--- src/design/dwpi_pkg.sv ---
// shared types and constants of the dual wheel pi speed controller
// no dependencies
package dwpi_pkg;

    localparam int SPEED_W        = 11;
    localparam int COUNT_W        = 32;
    localparam int DUTY_W         = 12;
    localparam int SUM_W          = 13;
    localparam int PGAIN_W        = 9;
    localparam int IGAIN_W        = 8;
    localparam int LIMIT_W        = 12;
    localparam int SCALE_W        = 16;
    localparam int FRAC_BITS      = 20;
    localparam int PWM_BITS       = 12;
    localparam int PWM_MAX        = (1 << PWM_BITS) - 1;
    localparam int COUNT_BITS_DEF = 32;
    localparam int CFG_IDX_W      = 2;
    localparam int CFG_DATA_W     = 16;

    localparam logic signed [SPEED_W-1:0] FORCE_ZERO_SPEED = 11'sd320;

    localparam logic [PGAIN_W-1:0] PGAIN_RST = 9'd50;
    localparam logic [IGAIN_W-1:0] IGAIN_RST = 8'd3;
    localparam logic [LIMIT_W-1:0] LIMIT_RST = 12'd500;
    localparam logic [SCALE_W-1:0] SCALE_RST = 16'd25752;

    typedef enum logic [CFG_IDX_W-1:0] {
        REG_PROP_GAIN,
        REG_INTEGRAL_GAIN,
        REG_INTEGRAL_LIMIT,
        REG_COUNT_SCALE
    } cfg_reg_t;

    typedef struct packed {
        logic [PGAIN_W-1:0] prop_gain;
        logic [IGAIN_W-1:0] integral_gain;
        logic [LIMIT_W-1:0] integral_limit;
        logic [SCALE_W-1:0] count_scale;
    } cfg_t;

    typedef enum logic [2:0] {
        ST_IDLE,
        ST_LOAD,
        ST_ERR,
        ST_PROP,
        ST_INTG,
        ST_SUM,
        ST_DONE
    } state_t;

endpackage

--- src/design/dwpi_cmd_if.sv ---
// command channel: speed commands and encoder counts of both wheels
// depends on dwpi_pkg
interface dwpi_cmd_if;
    import dwpi_pkg::*;

    logic                      valid;
    logic                      ready;
    logic signed [SPEED_W-1:0] right_speed;
    logic signed [SPEED_W-1:0] left_speed;
    logic signed [COUNT_W-1:0] right_count;
    logic signed [COUNT_W-1:0] left_count;

    modport source (
        output valid, right_speed, left_speed, right_count, left_count,
        input  ready
    );

    modport sink (
        input  valid, right_speed, left_speed, right_count, left_count,
        output ready
    );

endinterface

--- src/design/dwpi_res_if.sv ---
// result channel: duty magnitude and reverse flag of both wheels
// depends on dwpi_pkg
interface dwpi_res_if;
    import dwpi_pkg::*;

    logic              valid;
    logic              ready;
    logic [DUTY_W-1:0] right_duty;
    logic [DUTY_W-1:0] left_duty;
    logic              right_reverse;
    logic              left_reverse;

    modport source (
        output valid, right_duty, left_duty, right_reverse, left_reverse,
        input  ready
    );

    modport sink (
        input  valid, right_duty, left_duty, right_reverse, left_reverse,
        output ready
    );

endinterface

--- src/design/dwpi_cfg.sv ---
// configuration register file: gains, integral limit and count scale
// depends on dwpi_pkg
module dwpi_cfg (
    input  logic                             clk,
    input  logic                             rst_n,
    input  logic                             cfg_wr_en,
    input  logic [dwpi_pkg::CFG_IDX_W-1:0]   cfg_index,
    input  logic [dwpi_pkg::CFG_DATA_W-1:0]  cfg_wdata,
    output dwpi_pkg::cfg_t                   cfg
);
    import dwpi_pkg::*;

    cfg_t cfg_reg;

    always_ff @(posedge clk or negedge rst_n)
    begin
        if (!rst_n)
        begin
            cfg_reg.prop_gain      <= PGAIN_RST;
            cfg_reg.integral_gain  <= IGAIN_RST;
            cfg_reg.integral_limit <= LIMIT_RST;
            cfg_reg.count_scale    <= SCALE_RST;
        end
        else if (cfg_wr_en)
        begin
            unique case (cfg_reg_t'(cfg_index))
                REG_PROP_GAIN:      cfg_reg.prop_gain      <= cfg_wdata[PGAIN_W-1:0];
                REG_INTEGRAL_GAIN:  cfg_reg.integral_gain  <= cfg_wdata[IGAIN_W-1:0];
                REG_INTEGRAL_LIMIT: cfg_reg.integral_limit <= cfg_wdata[LIMIT_W-1:0];
                REG_COUNT_SCALE:    cfg_reg.count_scale    <= cfg_wdata[SCALE_W-1:0];
                default:            cfg_reg                <= cfg_reg;
            endcase
        end
    end

    assign cfg = cfg_reg;

endmodule

--- src/design/dwpi_mul.sv ---
// shared signed by unsigned multiplier with registered product
// depends on dwpi_pkg
module dwpi_mul #(
    parameter int A_W    = dwpi_pkg::COUNT_BITS_DEF + 2,
    parameter int PROD_W = A_W + dwpi_pkg::SCALE_W + 1
) (
    input  logic                          clk,
    input  logic signed [A_W-1:0]         mul_a,
    input  logic [dwpi_pkg::SCALE_W-1:0]  mul_b,
    output logic signed [PROD_W-1:0]      prod
);
    import dwpi_pkg::*;

    logic signed [SCALE_W:0]   b_ext;
    logic signed [PROD_W-1:0]  prod_next;
    logic signed [PROD_W-1:0]  prod_reg;

    assign b_ext     = signed'({1'b0, mul_b});
    assign prod_next = PROD_W'(mul_a) * PROD_W'(b_ext);

    always_ff @(posedge clk)
    begin
        prod_reg <= prod_next;
    end

    assign prod = prod_reg;

endmodule

--- src/design/dwpi_seq.sv ---
// sequencer and per-wheel datapath: delta, error, clamped integral, drive
// depends on dwpi_pkg, dwpi_cmd_if, dwpi_res_if; drives the shared multiplier
module dwpi_seq #(
    parameter int COUNT_BITS = dwpi_pkg::COUNT_BITS_DEF,
    parameter int ERR_W      = COUNT_BITS + 2,
    parameter int PROD_W     = ERR_W + dwpi_pkg::SCALE_W + 1
) (
    input  logic                          clk,
    input  logic                          rst_n,
    input  dwpi_pkg::cfg_t                cfg,
    dwpi_cmd_if.sink                      cmd,
    dwpi_res_if.source                    res,
    output logic signed [ERR_W-1:0]       mul_a,
    output logic [dwpi_pkg::SCALE_W-1:0]  mul_b,
    input  logic signed [PROD_W-1:0]      prod
);
    import dwpi_pkg::*;

    localparam int SUM_EXT_W = ERR_W + 1;
    localparam int DRV_W     = PROD_W + 1;
    localparam int QHI_W     = PROD_W - FRAC_BITS;

    state_t state_reg, state_next;
    logic   wheel_reg, wheel_next;

    logic signed [SPEED_W-1:0]    speed_reg [2];
    logic [COUNT_BITS-1:0]        count_reg [2];
    logic [COUNT_BITS-1:0]        prev_reg  [2];
    logic signed [SUM_W-1:0]      sum_reg   [2];
    logic [DUTY_W-1:0]            duty_reg  [2];
    logic                         rev_reg   [2];
    logic signed [COUNT_BITS-1:0] delta_reg;
    logic signed [ERR_W-1:0]      err_reg;
    logic signed [PROD_W-1:0]     acc_reg;

    logic              res_valid_reg;
    logic [DUTY_W-1:0] res_right_duty_reg;
    logic [DUTY_W-1:0] res_left_duty_reg;
    logic              res_right_rev_reg;
    logic              res_left_rev_reg;

    logic                         accept;
    logic                         res_load;
    logic signed [SPEED_W-1:0]    speed_cur;
    logic [COUNT_BITS-1:0]        count_cur;
    logic signed [SUM_W-1:0]      sum_cur;
    logic signed [COUNT_BITS-1:0] delta_calc;
    logic signed [QHI_W-1:0]      q_hi;
    logic                         q_frac_nz;
    logic signed [ERR_W-1:0]      err_floor;
    logic signed [ERR_W-1:0]      err_corr;
    logic signed [ERR_W-1:0]      err_calc;
    logic signed [SUM_EXT_W-1:0]  sum_ext;
    logic signed [SUM_EXT_W-1:0]  lim_pos;
    logic signed [SUM_EXT_W-1:0]  lim_neg;
    logic signed [SUM_W-1:0]      sum_clamp;
    logic signed [DRV_W-1:0]      drive;
    logic signed [DRV_W-1:0]      drv_max;
    logic                         force_zero;
    logic [DUTY_W-1:0]            duty_calc;

    assign accept   = cmd.valid && cmd.ready;
    assign res_load = (state_reg == ST_DONE) && (!res_valid_reg || res.ready);

    assign speed_cur = speed_reg[wheel_reg];
    assign count_cur = count_reg[wheel_reg];
    assign sum_cur   = sum_reg[wheel_reg];

    // count delta wraps at the counter width
    assign delta_calc = signed'(count_cur - prev_reg[wheel_reg]);

    // error truncated toward zero
    assign q_hi      = prod[PROD_W-1:FRAC_BITS];
    assign q_frac_nz = |prod[FRAC_BITS-1:0];
    assign err_floor = ERR_W'(q_hi) - ERR_W'(delta_reg);
    assign err_corr  = {{(ERR_W-1){1'b0}}, (err_floor < 0) && q_frac_nz};
    assign err_calc  = err_floor + err_corr;

    // clamped integral
    assign sum_ext = SUM_EXT_W'(sum_cur) + SUM_EXT_W'(err_reg);
    assign lim_pos = signed'(SUM_EXT_W'(cfg.integral_limit));
    assign lim_neg = -lim_pos;

    always_comb
    begin
        if (sum_ext > lim_pos)
            sum_clamp = lim_pos[SUM_W-1:0];
        else if (sum_ext < lim_neg)
            sum_clamp = lim_neg[SUM_W-1:0];
        else
            sum_clamp = sum_ext[SUM_W-1:0];
    end

    // drive and duty
    assign drive      = DRV_W'(acc_reg) + DRV_W'(prod);
    assign drv_max    = DRV_W'(PWM_MAX);
    assign force_zero = (speed_cur == '0) || (speed_cur == FORCE_ZERO_SPEED);

    always_comb
    begin
        if (force_zero || drive < 0)
            duty_calc = '0;
        else if (drive > drv_max)
            duty_calc = drv_max[DUTY_W-1:0];
        else
            duty_calc = drive[DUTY_W-1:0];
    end

    // next state
    always_comb
    begin
        state_next = state_reg;
        wheel_next = wheel_reg;
        unique case (state_reg)
            ST_IDLE:
            begin
                if (accept)
                begin
                    state_next = ST_LOAD;
                    wheel_next = 1'b0;
                end
            end
            ST_LOAD: state_next = ST_ERR;
            ST_ERR:  state_next = ST_PROP;
            ST_PROP: state_next = ST_INTG;
            ST_INTG: state_next = ST_SUM;
            ST_SUM:
            begin
                if (!wheel_reg)
                begin
                    state_next = ST_LOAD;
                    wheel_next = 1'b1;
                end
                else
                begin
                    state_next = ST_DONE;
                end
            end
            ST_DONE:
            begin
                if (res_load)
                    state_next = ST_IDLE;
            end
            default: state_next = ST_IDLE;
        endcase
    end

    // outputs: multiplier operands and handshake
    always_comb
    begin
        mul_a = '0;
        mul_b = '0;
        unique case (state_reg)
            ST_LOAD:
            begin
                mul_a = ERR_W'(speed_cur);
                mul_b = cfg.count_scale;
            end
            ST_PROP:
            begin
                mul_a = err_reg;
                mul_b = SCALE_W'(cfg.prop_gain);
            end
            ST_INTG:
            begin
                mul_a = ERR_W'(sum_cur);
                mul_b = SCALE_W'(cfg.integral_gain);
            end
            default:
            begin
                mul_a = '0;
                mul_b = '0;
            end
        endcase
    end

    assign cmd.ready         = (state_reg == ST_IDLE);
    assign res.valid         = res_valid_reg;
    assign res.right_duty    = res_right_duty_reg;
    assign res.left_duty     = res_left_duty_reg;
    assign res.right_reverse = res_right_rev_reg;
    assign res.left_reverse  = res_left_rev_reg;

    always_ff @(posedge clk or negedge rst_n)
    begin
        if (!rst_n)
        begin
            state_reg     <= ST_IDLE;
            wheel_reg     <= 1'b0;
            res_valid_reg <= 1'b0;
            for (int i = 0; i < 2; i++)
            begin
                prev_reg[i] <= '0;
                sum_reg[i]  <= '0;
            end
        end
        else
        begin
            state_reg <= state_next;
            wheel_reg <= wheel_next;
            if (state_reg == ST_LOAD)
                prev_reg[wheel_reg] <= count_cur;
            if (state_reg == ST_PROP)
                sum_reg[wheel_reg] <= sum_clamp;
            if (res_load)
                res_valid_reg <= 1'b1;
            else if (res.ready)
                res_valid_reg <= 1'b0;
        end
    end

    always_ff @(posedge clk)
    begin
        if (accept)
        begin
            speed_reg[0] <= cmd.right_speed;
            speed_reg[1] <= cmd.left_speed;
            count_reg[0] <= cmd.right_count[COUNT_BITS-1:0];
            count_reg[1] <= cmd.left_count[COUNT_BITS-1:0];
        end
        if (state_reg == ST_LOAD)
            delta_reg <= delta_calc;
        if (state_reg == ST_ERR)
            err_reg <= err_calc;
        if (state_reg == ST_INTG)
            acc_reg <= prod;
        if (state_reg == ST_SUM)
        begin
            duty_reg[wheel_reg] <= duty_calc;
            rev_reg[wheel_reg]  <= speed_cur[SPEED_W-1];
        end
        if (res_load)
        begin
            res_right_duty_reg <= duty_reg[0];
            res_left_duty_reg  <= duty_reg[1];
            res_right_rev_reg  <= rev_reg[0];
            res_left_rev_reg   <= rev_reg[1];
        end
    end

endmodule

--- src/design/dual_wheel_pi_speed_control.sv ---
// a new request is taken only once the last result is handed over
// both wheels take five steps each, sharing the one multiplier,
//   plus one step to hand over the result
// a result waiting on the output holds the block in its last step until taken
// reset: gains, limit, scale to defaults; previous counts and sums clear to zero
// depends on dwpi_pkg, dwpi_cmd_if, dwpi_res_if, dwpi_cfg, dwpi_mul, dwpi_seq
module dual_wheel_pi_speed_control #(
    parameter int COUNT_BITS = dwpi_pkg::COUNT_BITS_DEF
) (
    input  logic                             clk,
    input  logic                             rst_n,
    dwpi_cmd_if.sink                         cmd,
    dwpi_res_if.source                       res,
    input  logic                             cfg_wr_en,
    input  logic [dwpi_pkg::CFG_IDX_W-1:0]   cfg_index,
    input  logic [dwpi_pkg::CFG_DATA_W-1:0]  cfg_wdata
);
    import dwpi_pkg::*;

    localparam int ERR_W  = COUNT_BITS + 2;
    localparam int PROD_W = ERR_W + SCALE_W + 1;

    cfg_t                     cfg;
    logic signed [ERR_W-1:0]  mul_a;
    logic [SCALE_W-1:0]       mul_b;
    logic signed [PROD_W-1:0] prod;

    dwpi_cfg u_cfg (
        .clk       (clk),
        .rst_n     (rst_n),
        .cfg_wr_en (cfg_wr_en),
        .cfg_index (cfg_index),
        .cfg_wdata (cfg_wdata),
        .cfg       (cfg)
    );

    dwpi_mul #(
        .A_W    (ERR_W),
        .PROD_W (PROD_W)
    ) u_mul (
        .clk   (clk),
        .mul_a (mul_a),
        .mul_b (mul_b),
        .prod  (prod)
    );

    dwpi_seq #(
        .COUNT_BITS (COUNT_BITS),
        .ERR_W      (ERR_W),
        .PROD_W     (PROD_W)
    ) u_seq (
        .clk   (clk),
        .rst_n (rst_n),
        .cfg   (cfg),
        .cmd   (cmd),
        .res   (res),
        .mul_a (mul_a),
        .mul_b (mul_b),
        .prod  (prod)
    );

endmodule

--- src/flat_wrapper.sv ---
// flat-port wrapper written by rule: the top's interface ports become plain ports
module dual_wheel_pi_speed_control_flat import dwpi_pkg::*;
#(
    parameter int COUNT_BITS = dwpi_pkg::COUNT_BITS_DEF
)
  (clk, rst_n, cfg_wr_en, cfg_index, cfg_wdata, cmd_valid, cmd_right_speed, cmd_left_speed, cmd_right_count, cmd_left_count, cmd_ready, res_valid, res_right_duty, res_left_duty, res_right_reverse, res_left_reverse, res_ready);
  dwpi_cmd_if cmd_i ();
  dwpi_res_if res_i ();
  input  logic clk;
  input  logic rst_n;
  input  logic cfg_wr_en;
  input  logic [dwpi_pkg::CFG_IDX_W-1:0] cfg_index;
  input  logic [dwpi_pkg::CFG_DATA_W-1:0] cfg_wdata;
  input wire logic [$bits(cmd_i.valid)-1:0] cmd_valid;
  input wire logic [$bits(cmd_i.right_speed)-1:0] cmd_right_speed;
  input wire logic [$bits(cmd_i.left_speed)-1:0] cmd_left_speed;
  input wire logic [$bits(cmd_i.right_count)-1:0] cmd_right_count;
  input wire logic [$bits(cmd_i.left_count)-1:0] cmd_left_count;
  output wire logic [$bits(cmd_i.ready)-1:0] cmd_ready;
  output wire logic [$bits(res_i.valid)-1:0] res_valid;
  output wire logic [$bits(res_i.right_duty)-1:0] res_right_duty;
  output wire logic [$bits(res_i.left_duty)-1:0] res_left_duty;
  output wire logic [$bits(res_i.right_reverse)-1:0] res_right_reverse;
  output wire logic [$bits(res_i.left_reverse)-1:0] res_left_reverse;
  input wire logic [$bits(res_i.ready)-1:0] res_ready;
  assign cmd_i.valid = cmd_valid;
  assign cmd_i.right_speed = cmd_right_speed;
  assign cmd_i.left_speed = cmd_left_speed;
  assign cmd_i.right_count = cmd_right_count;
  assign cmd_i.left_count = cmd_left_count;
  assign cmd_ready = cmd_i.ready;
  assign res_valid = res_i.valid;
  assign res_right_duty = res_i.right_duty;
  assign res_left_duty = res_i.left_duty;
  assign res_right_reverse = res_i.right_reverse;
  assign res_left_reverse = res_i.left_reverse;
  assign res_i.ready = res_ready;
  dual_wheel_pi_speed_control #(.COUNT_BITS(COUNT_BITS)) u_core (.clk(clk), .rst_n(rst_n), .cmd(cmd_i), .res(res_i), .cfg_wr_en(cfg_wr_en), .cfg_index(cfg_index), .cfg_wdata(cfg_wdata));
endmodule
--- config.mk ---
export PLATFORM = sky130hd
export DESIGN_NAME = dual_wheel_pi_speed_control_flat
export DESIGN_NICKNAME = d
export VERILOG_FILES = /design/src/design/dwpi_pkg.sv /design/src/design/dwpi_cmd_if.sv /design/src/design/dwpi_res_if.sv /design/src/design/dwpi_cfg.sv /design/src/design/dwpi_mul.sv /design/src/design/dwpi_seq.sv /design/src/design/dual_wheel_pi_speed_control.sv /design/src/flat_wrapper.sv
export SDC_FILE = /design/constraint.sdc
export NUM_CORES = 2
export LEC_CHECK = 0
export ABC_AREA = 1
export BUFFER_PORTS_ARGS = -buffer_cell sky130_fd_sc_hd__buf_2
export CORE_MARGIN = 1
export CORE_UTILIZATION = 52
export CTS_BUF_LIST = sky130_fd_sc_hd__clkbuf_2 sky130_fd_sc_hd__clkbuf_4 sky130_fd_sc_hd__clkbuf_8
export DETAILED_ROUTE_END_ITERATION = 8
export GPL_TIMING_DRIVEN = 0
export PLACE_DENSITY_LB_ADDON = 0.2
export SLEW_MARGIN = 20
export SYNTH_ARGS = -nofsm -noshare
export SYNTH_HDL_FRONTEND = slang
export SYNTH_SLANG_ARGS = --single-unit
--- constraint.sdc ---
create_clock -name clk -period 18.3 [get_ports clk]
set_input_delay 0.915 -clock clk [delete_from_list [all_inputs] [get_ports clk]]
set_output_delay 0.915 -clock clk [all_outputs]
set_load 0.02 [all_outputs]
Word-level counts from Yosys, hierarchy flattened
Memories as Yosys holds them, arrays and structs flattened. A register that Yosys moved wholly into a read port is not among the register bits.
Cells that the tools add are included.
{"block": "word_totals", "reg_bits": 308, "ramBits": 112, "inputBits": 109, "mem_count": 4}
{"memory": "u_core.u_seq.count_reg", "depth": 2, "width": 32, "read_ports": 1, "rd_clocked_by_memory_dff": 0, "wr": 2, "line": "dwpi_seq.sv:27", "rtl": "logic [COUNT_BITS-1:0] count_reg [2];"}
{"memory": "u_core.u_seq.duty_reg", "depth": 2, "width": 12, "read_ports": 2, "rd_clocked_by_memory_dff": 2, "wr": 1, "line": "dwpi_seq.sv:30", "rtl": "logic [DUTY_W-1:0] duty_reg [2];"}
{"memory": "u_core.u_seq.speed_reg", "depth": 2, "width": 11, "read_ports": 1, "rd_clocked_by_memory_dff": 0, "wr": 2, "line": "dwpi_seq.sv:26", "rtl": "logic signed [SPEED_W-1:0] speed_reg [2];"}
{"memory": "u_core.u_seq.rev_reg", "depth": 2, "width": 1, "read_ports": 2, "rd_clocked_by_memory_dff": 2, "wr": 1, "line": "dwpi_seq.sv:31", "rtl": "logic rev_reg [2];"}
{"block": "op_classes", "n_addsub": 6, "multipliers": 1, "magnitude_cmp": 7, "eq_ne": 12, "muxes": 30, "n_bitwise": 1, "n_reduce_logical": 20}
{"operator": "2-to-1 mux 32 bit", "n": 4}
{"operator": "case mux 34 bit (3 select lines)", "n": 1}
{"operator": "2-to-1 mux 13 bit", "n": 6}
{"operator": "bitwise mux 64 bit", "n": 1}
{"operator": "adder 51 x 51 -> 52 bit", "n": 1}
{"operator": "> comparator 52 x 13 -> 1 bit, second input constant", "n": 1}
{"operator": "less-than comparator 52 x 1 -> 1 bit, second input constant", "n": 1}
{"operator": "multiplier 34 x 17 -> 51 bit", "n": 1}
{"operator": "case mux 16 bit (3 select lines)", "n": 1}
{"operator": "adder 13 x 34 -> 35 bit", "n": 1}
{"operator": "> comparator 35 x 13 -> 1 bit", "n": 1}
{"operator": "less-than comparator 35 bit", "n": 1}
{"operator": "negation 12 -> 35 bit", "n": 1}
{"operator": "adder 33 x 2 -> 34 bit", "n": 1}
{"operator": "less-than comparator 33 x 1 -> 1 bit, second input constant", "n": 1}
{"operator": "subtractor 31 x 32 -> 33 bit", "n": 1}
{"operator": "demux 32 bit (select 1 bit)", "n": 1}
{"operator": "subtractor 32 bit", "n": 1}
{"operator": "bitwise mux 26 bit", "n": 1}
{"operator": "2-to-1 mux 12 bit", "n": 2}
{"operator": "case mux 3 bit (7 select lines)", "n": 1}
{"operator": "OR reduction 20 bit", "n": 1}
{"operator": "demux 13 bit (select 1 bit)", "n": 1}
{"operator": "AND reduction 2 bit", "n": 6}
{"operator": "other kinds (21)", "n": 39}

Logic depth before layout (Yosys ltp)
{"block": "logic_depth", "depth_word": 9, "ltp_mapped": 36, "mapped_depth_nobuf": 35}

Cells and area by module
A second synthesis with hierarchy kept.
{"block": "unflattened", "cells_unflattened": 6873, "area_unflattened_um2": 50888.8}
{"module": "dwpi_seq", "n_inst": 1, "cells_per_inst": 3693, "area_per_inst_um2": 26954.6, "seq_area_each_um2": 10034.6}
{"module": "dwpi_mul", "n_inst": 1, "cells_per_inst": 2979, "area_per_inst_um2": 22067.4, "seq_area_each_um2": 1021.0}
{"module": "dwpi_cfg", "n_inst": 1, "cells_per_inst": 201, "area_per_inst_um2": 1866.8, "seq_area_each_um2": 1147.4}

Worst setup path before layout
OpenSTA, ideal clock, no wires.
{"block": "synth_timing", "kind": "reg-to-reg", "from": "register u_core.u_seq.state_reg[1]", "to": "register u_core.u_mul.prod_reg[44], in the netlist u_core.u_mul.prod[44]", "setup_ns": 0.119, "arrival_ns": 7.843, "required_ns": 18.181, "path_slack_ns": 10.338, "stages_incl_launch_ff": 29, "path_buffers": 2, "period_less_slack_ns": 7.962, "path_cell_list": "dfrtp_1 -> inv_1 -> nand2_1 -> nor2_1 -> clkbuf_1 -> nand2_1 -> nand3_1 -> clkbuf_1 -> nand2_1 -> fa_1 -> inv_1 -> fa_1 -> fa_1 -> fa_1 -> fa_1 -> inv_1 -> fa_1 -> inv_1 -> ha_1 -> nand2_1 -> nor2_1 -> inv_1 -> o21ai_0 -> nand2_1 -> o211ai_1 -> a21oi_1 -> o21ai_0 -> a21oi_1 -> xnor2_1"}
{"block": "synth_between", "elab_chain_cells": 3, "elab_cells_between_ends": 6, "cone_classes": "mul (1); eq/ne (3); mux (2)"}
{"item": "from (decl)", "line": "dwpi_seq.sv:23", "rtl": "state_t state_reg, state_next;"}
{"item": "from (signal assigned)", "line": "dwpi_seq.sv:199", "rtl": "state_reg <= state_next;"}
{"item": "== test 3 bit (tied with other cells)", "line": "dwpi_seq.sv:153", "rtl": "unique case (state_reg)"}
{"item": "case mux 34 bit (3 select lines) or case mux 16 bit (3 select lines) (tied branches)", "line": "dwpi_seq.sv:153"}
{"item": "multiplier 34 x 17 -> 51 bit (*)", "line": "dwpi_mul.sv:19", "rtl": "assign prod_next = PROD_W'(mul_a) * PROD_W'(b_ext);"}
{"item": "via u_core.u_mul.prod_next[44]", "line": "dwpi_mul.sv:15", "rtl": "logic signed [PROD_W-1:0] prod_next;"}
{"item": "to (signal assigned)", "line": "dwpi_mul.sv:23", "rtl": "prod_reg <= prod_next;"}
{"item": "to (decl)", "line": "dwpi_mul.sv:16", "rtl": "logic signed [PROD_W-1:0] prod_reg;"}
The timed path passes the listed nets; every way through them passes the cells marked *.
A chain may end at the register's enable or synchronous reset.

Final worst setup path
{"block": "layout_timing", "from": "register u_core.u_seq.wheel_reg", "to": "register u_core.u_mul.prod_reg[43], in the netlist u_core.u_mul.prod[43]"}
{"block": "layout_between", "elab_chain_cells": 6, "elab_cells_between_ends": 7, "cone_classes": "mul (1); mux (4); bitwise (1); memory (1)"}
{"item": "from (decl)", "line": "dwpi_seq.sv:24", "rtl": "logic wheel_reg, wheel_next;"}
{"item": "from (signal assigned)", "line": "dwpi_seq.sv:200", "rtl": "wheel_reg <= wheel_next;"}
{"item": "inverter 1 -> 2 bit (not written as such)", "line": "dwpi_seq.sv:67", "rtl": "assign sum_cur = sum_reg[wheel_reg];"}
{"item": "2-to-1 mux 13 bit (not written as such) (3 in a row)", "line": "dwpi_seq.sv:67"}
{"item": "case mux 34 bit (3 select lines) (*)", "line": "dwpi_seq.sv:153"}
{"item": "multiplier 34 x 17 -> 51 bit (*)", "line": "dwpi_mul.sv:19"}
{"item": "via u_core.u_mul.prod_next[43]", "line": "dwpi_mul.sv:15"}
The timed path passes the listed nets; every way through them passes the cells marked *. The select of a mux whose other input is x is not followed.

==> impl_metrics.csv <==
group,metric,value,unit
status,run_status,"finished clean",
worst_setup_path,critical_path_class,"reg -> reg",
global_routing,grt_start_max_net_pins,83,
synthesis,async_flop_share,31.39,%
floorplan,row_count,111,
synthesis,yosys-mux-area-fraction,1.381,%
sta,rsz0062_at_grt,"no",
floorplan,core-area,91940,um2
sta,fin_worst_skew,0.07097,ns
cts,htree_levels,3,
final_layout,postLayoutCellArea,52590,um2
synthesis,synth_top_family_by_area,"adder cells",
routing,routed_wl,152.5,mm
cts,cts_resized,0,
synthesis,syn_inst,6315,
sta,setup_tns,0,ns
final_layout,stdcell_count,7853,
global_routing,track_usage,32.94,%
floorplan,start_util,52.72,%
place,numPortBuffers,136,
cts,clock_path_buffers,3,
sta,final.period_utilization,52.93,%
cts,cts_hold_buffers,0,
sta,relSlewSlack,22.37,%
routing,vias_per_cell,5.275,
place,dpl_cell_area,50970,um2
job,cap_violations,0,
place,gp_congestion,1.012,
synthesis,synth_most_common_cell,"nand2_1",
cts,tritoncts,"yes",
synthesis,syn-num-nets,7264,
synthesis,synth_edf_count,255,
final_layout,layout-drive-gt1-share,5.601,%
synthesis,ys_warn_count,0,
floorplan,io_pins,137,
routing,ant_nets,0,
final_layout,nets,7494,
cts,cts.sinks,446,
synthesis,synth_top_area_cell,"fa_1",
global_routing,grt_pass1_wl,234.9,mm
sta,clock.fmax,103.2,MHz
cts,clock-root-buffer,"clkbuf_8",
routing,wl_per_cell,19.42,um
global_routing,overflow,0,
synthesis,ys_seq_area_share,25.17,%
synthesis,synth_top_area_share,21.52,%
synthesis,synth_cell_types,59,
routing,drt_first_pass_iters,6,
routing,drt_iter0_markers,2937,
floorplan,chipWidth,307.3,um
worst_setup_path,arrival,10.27,ns
cts,clock_latency,0.71,ns
worst_setup_path,worstPathMaxFanout,23,
global_routing,antenna_found_initial,12,
worst_setup_path,regToRegSetupSlack,8.61,ns
routing,drc,0,
synthesis,ys_dominant_reg_cell,"edfxtp_1",
synthesis,avgSynthCellArea,7.676,um2
worst_setup_path,cp.required,18.88,ns
synthesis,synthAdderAreaFrac,29.75,%
sta,setup_viol,0,
worst_setup_path,end_kind,"register",
synthesis,synthSimpleGateAreaFrac,21.67,%
sta,hold_viol,0,
synthesis,synth_seq_cells,446,
hold_path,holdCritPathClass,"in -> async",
final_layout,layout-area-overhead-vs-synth,8.497,%
sta,period_minus_slack,9.686,ns
place,dp_hpwl,128.9,mm
place,dp.cells,7709,
final_layout,fillers,8899,
synthesis,netlist_top_cells_count,"nand2_1 (1,845), inv_1 (1,468), fa_1 (521), nor2_1 (387), ha_1 (319)",
synthesis,synth_xor_area_share,2.813,%
routing,num_vias,41427,
synthesis,syn_area,48480,um2
sta,worst_pin_slew,1.164,ns
sta,maxSlewViolCount,0,
cts,cts_setup_buffers,0,
cts,cts_buffers,76,
worst_setup_path,start_kind,"register",
floorplan,dieArea,94450,um2
floorplan,die-height,307.3,um
synthesis,netlist_top_cells_area,"fa_1 (22%), edfxtp_1 (16%), nand2_1 (14%)",
synthesis,synth-compound-area-share,6.775,%
global_routing,grt_pass1_vias,41522,
cts,clk_pin_slew,0.06,ns
==> cell type report <==
| cell class | count | area (um2) | area share [%] |
|---|---|---|---|
| multi-input combinational | 4269 | 30280 | 57.57 |
| sequential | 446 | 12200 | 23.20 |
| inverter | 1471 | 5522 | 10.50 |
| tap | 1243 | 1555 | 2.957 |
| clock buffer | 96 | 1227 | 2.334 |
| timing repair buffer | 152 | 903.4 | 1.718 |
| buffer | 129 | 514.2 | 0.9778 |
| clock inverter | 43 | 379.1 | 0.7208 |
| antenna | 4 | 10.01 | 0.01903 |
==> worst max-delay path, stage by stage (launching register included) <==
cell	delay (ns)
dfrtp_1	0.47
buf_2	0.25
nand2_1	0.09
nand2_1	0.53
a21oi_1	0.75
nand2_1	0.53
nand2_1	0.60
clkbuf_1	0.75
inv_1	0.11
ha_1	0.35
fa_1	0.52
fa_1	0.53
fa_1	0.53
fa_1	0.55
inv_1	0.05
fa_1	0.68
inv_1	0.07
ha_1	0.40
nand2_1	0.10
inv_1	0.08
nand2_1	0.07
nor3_1	0.21
nand2_1	0.08
o21ai_0	0.44
a21boi_0	0.28
o21ai_0	0.32
xor2_1	0.22
==> path summary, 6_finish.rpt <==
kind,from,cells after the start,end
worst max-delay path,u_core.u_seq.wheel_reg,26,u_core.u_mul.prod[43]
worst min-delay path,rst_n,1,u_core.u_seq.prev_reg[7]
worst max register to register,u_core.u_seq.wheel_reg,26,u_core.u_mul.prod[43]
worst min register to register,u_core.u_seq.duty_reg[1][2],0,res_left_duty[2]
max in group asynchronous,rst_n,2,u_core.u_seq.sum_reg[20]
min in group clk,cmd_right_speed[6],1,u_core.u_seq.speed_reg[0][6]
==> through the flow <==
| stage | hold slack (ns) | setup slack (ns) | utilization, % |
|---|---|---|---|
| 3_5_place_dp | 0.4045 | 8.796 | 55.44 |
| 2_1_floorplan | 0.4003 | 10.34 | - |
| 6_report | 0.1448 | 8.614 | 57.20 |
| 4_1_cts | 0.1080 | 8.737 | 57.19 |
| 3_3_place_gp | 0.4034 | 7.665 | 55.16 |
| 5_1_grt | 0.1478 | 8.179 | 57.19 |
==> cells by family after synthesis <==
group           after synthesis
fa+ha+maj                   840
flops                       446
mux                          63
simple gates               2609
compound gates              603
xor+xnor                    154
buf+inv                    1600
==> placed cells by master (no fill, tap or decap), types with 123 or more instances in the layout <==
cell type  synthesis  layout
o21ai_0          236     236
fa_1             521     521
ha_1             319     319
inv_1           1468    1468
dfrtp_1          123     123
nand3_1          197     197
edfxtp_1         255     255
a21oi_1          253     253
nand2_1         1845    1845
buf_2              5     141
nor2_1           387     383
==> metal layers <==
| layer | global-route usage, % | wire (um) | vias to the layer above |
|---|---|---|---|
| met3 | 8.843 | 14400 | 321 |
| li1 | - | - | 19785 |
| met1 | 42.01 | 62280 | 19725 |
| met2 | 52.92 | 68860 | 1586 |
| met5 | 0 | 59 | - |
| met4 | 13.69 | 6906 | 10 |
Power is left out: the tool's default activity adds up to more than one toggle a clock period on the data nets, which glitch-free logic cannot reach.
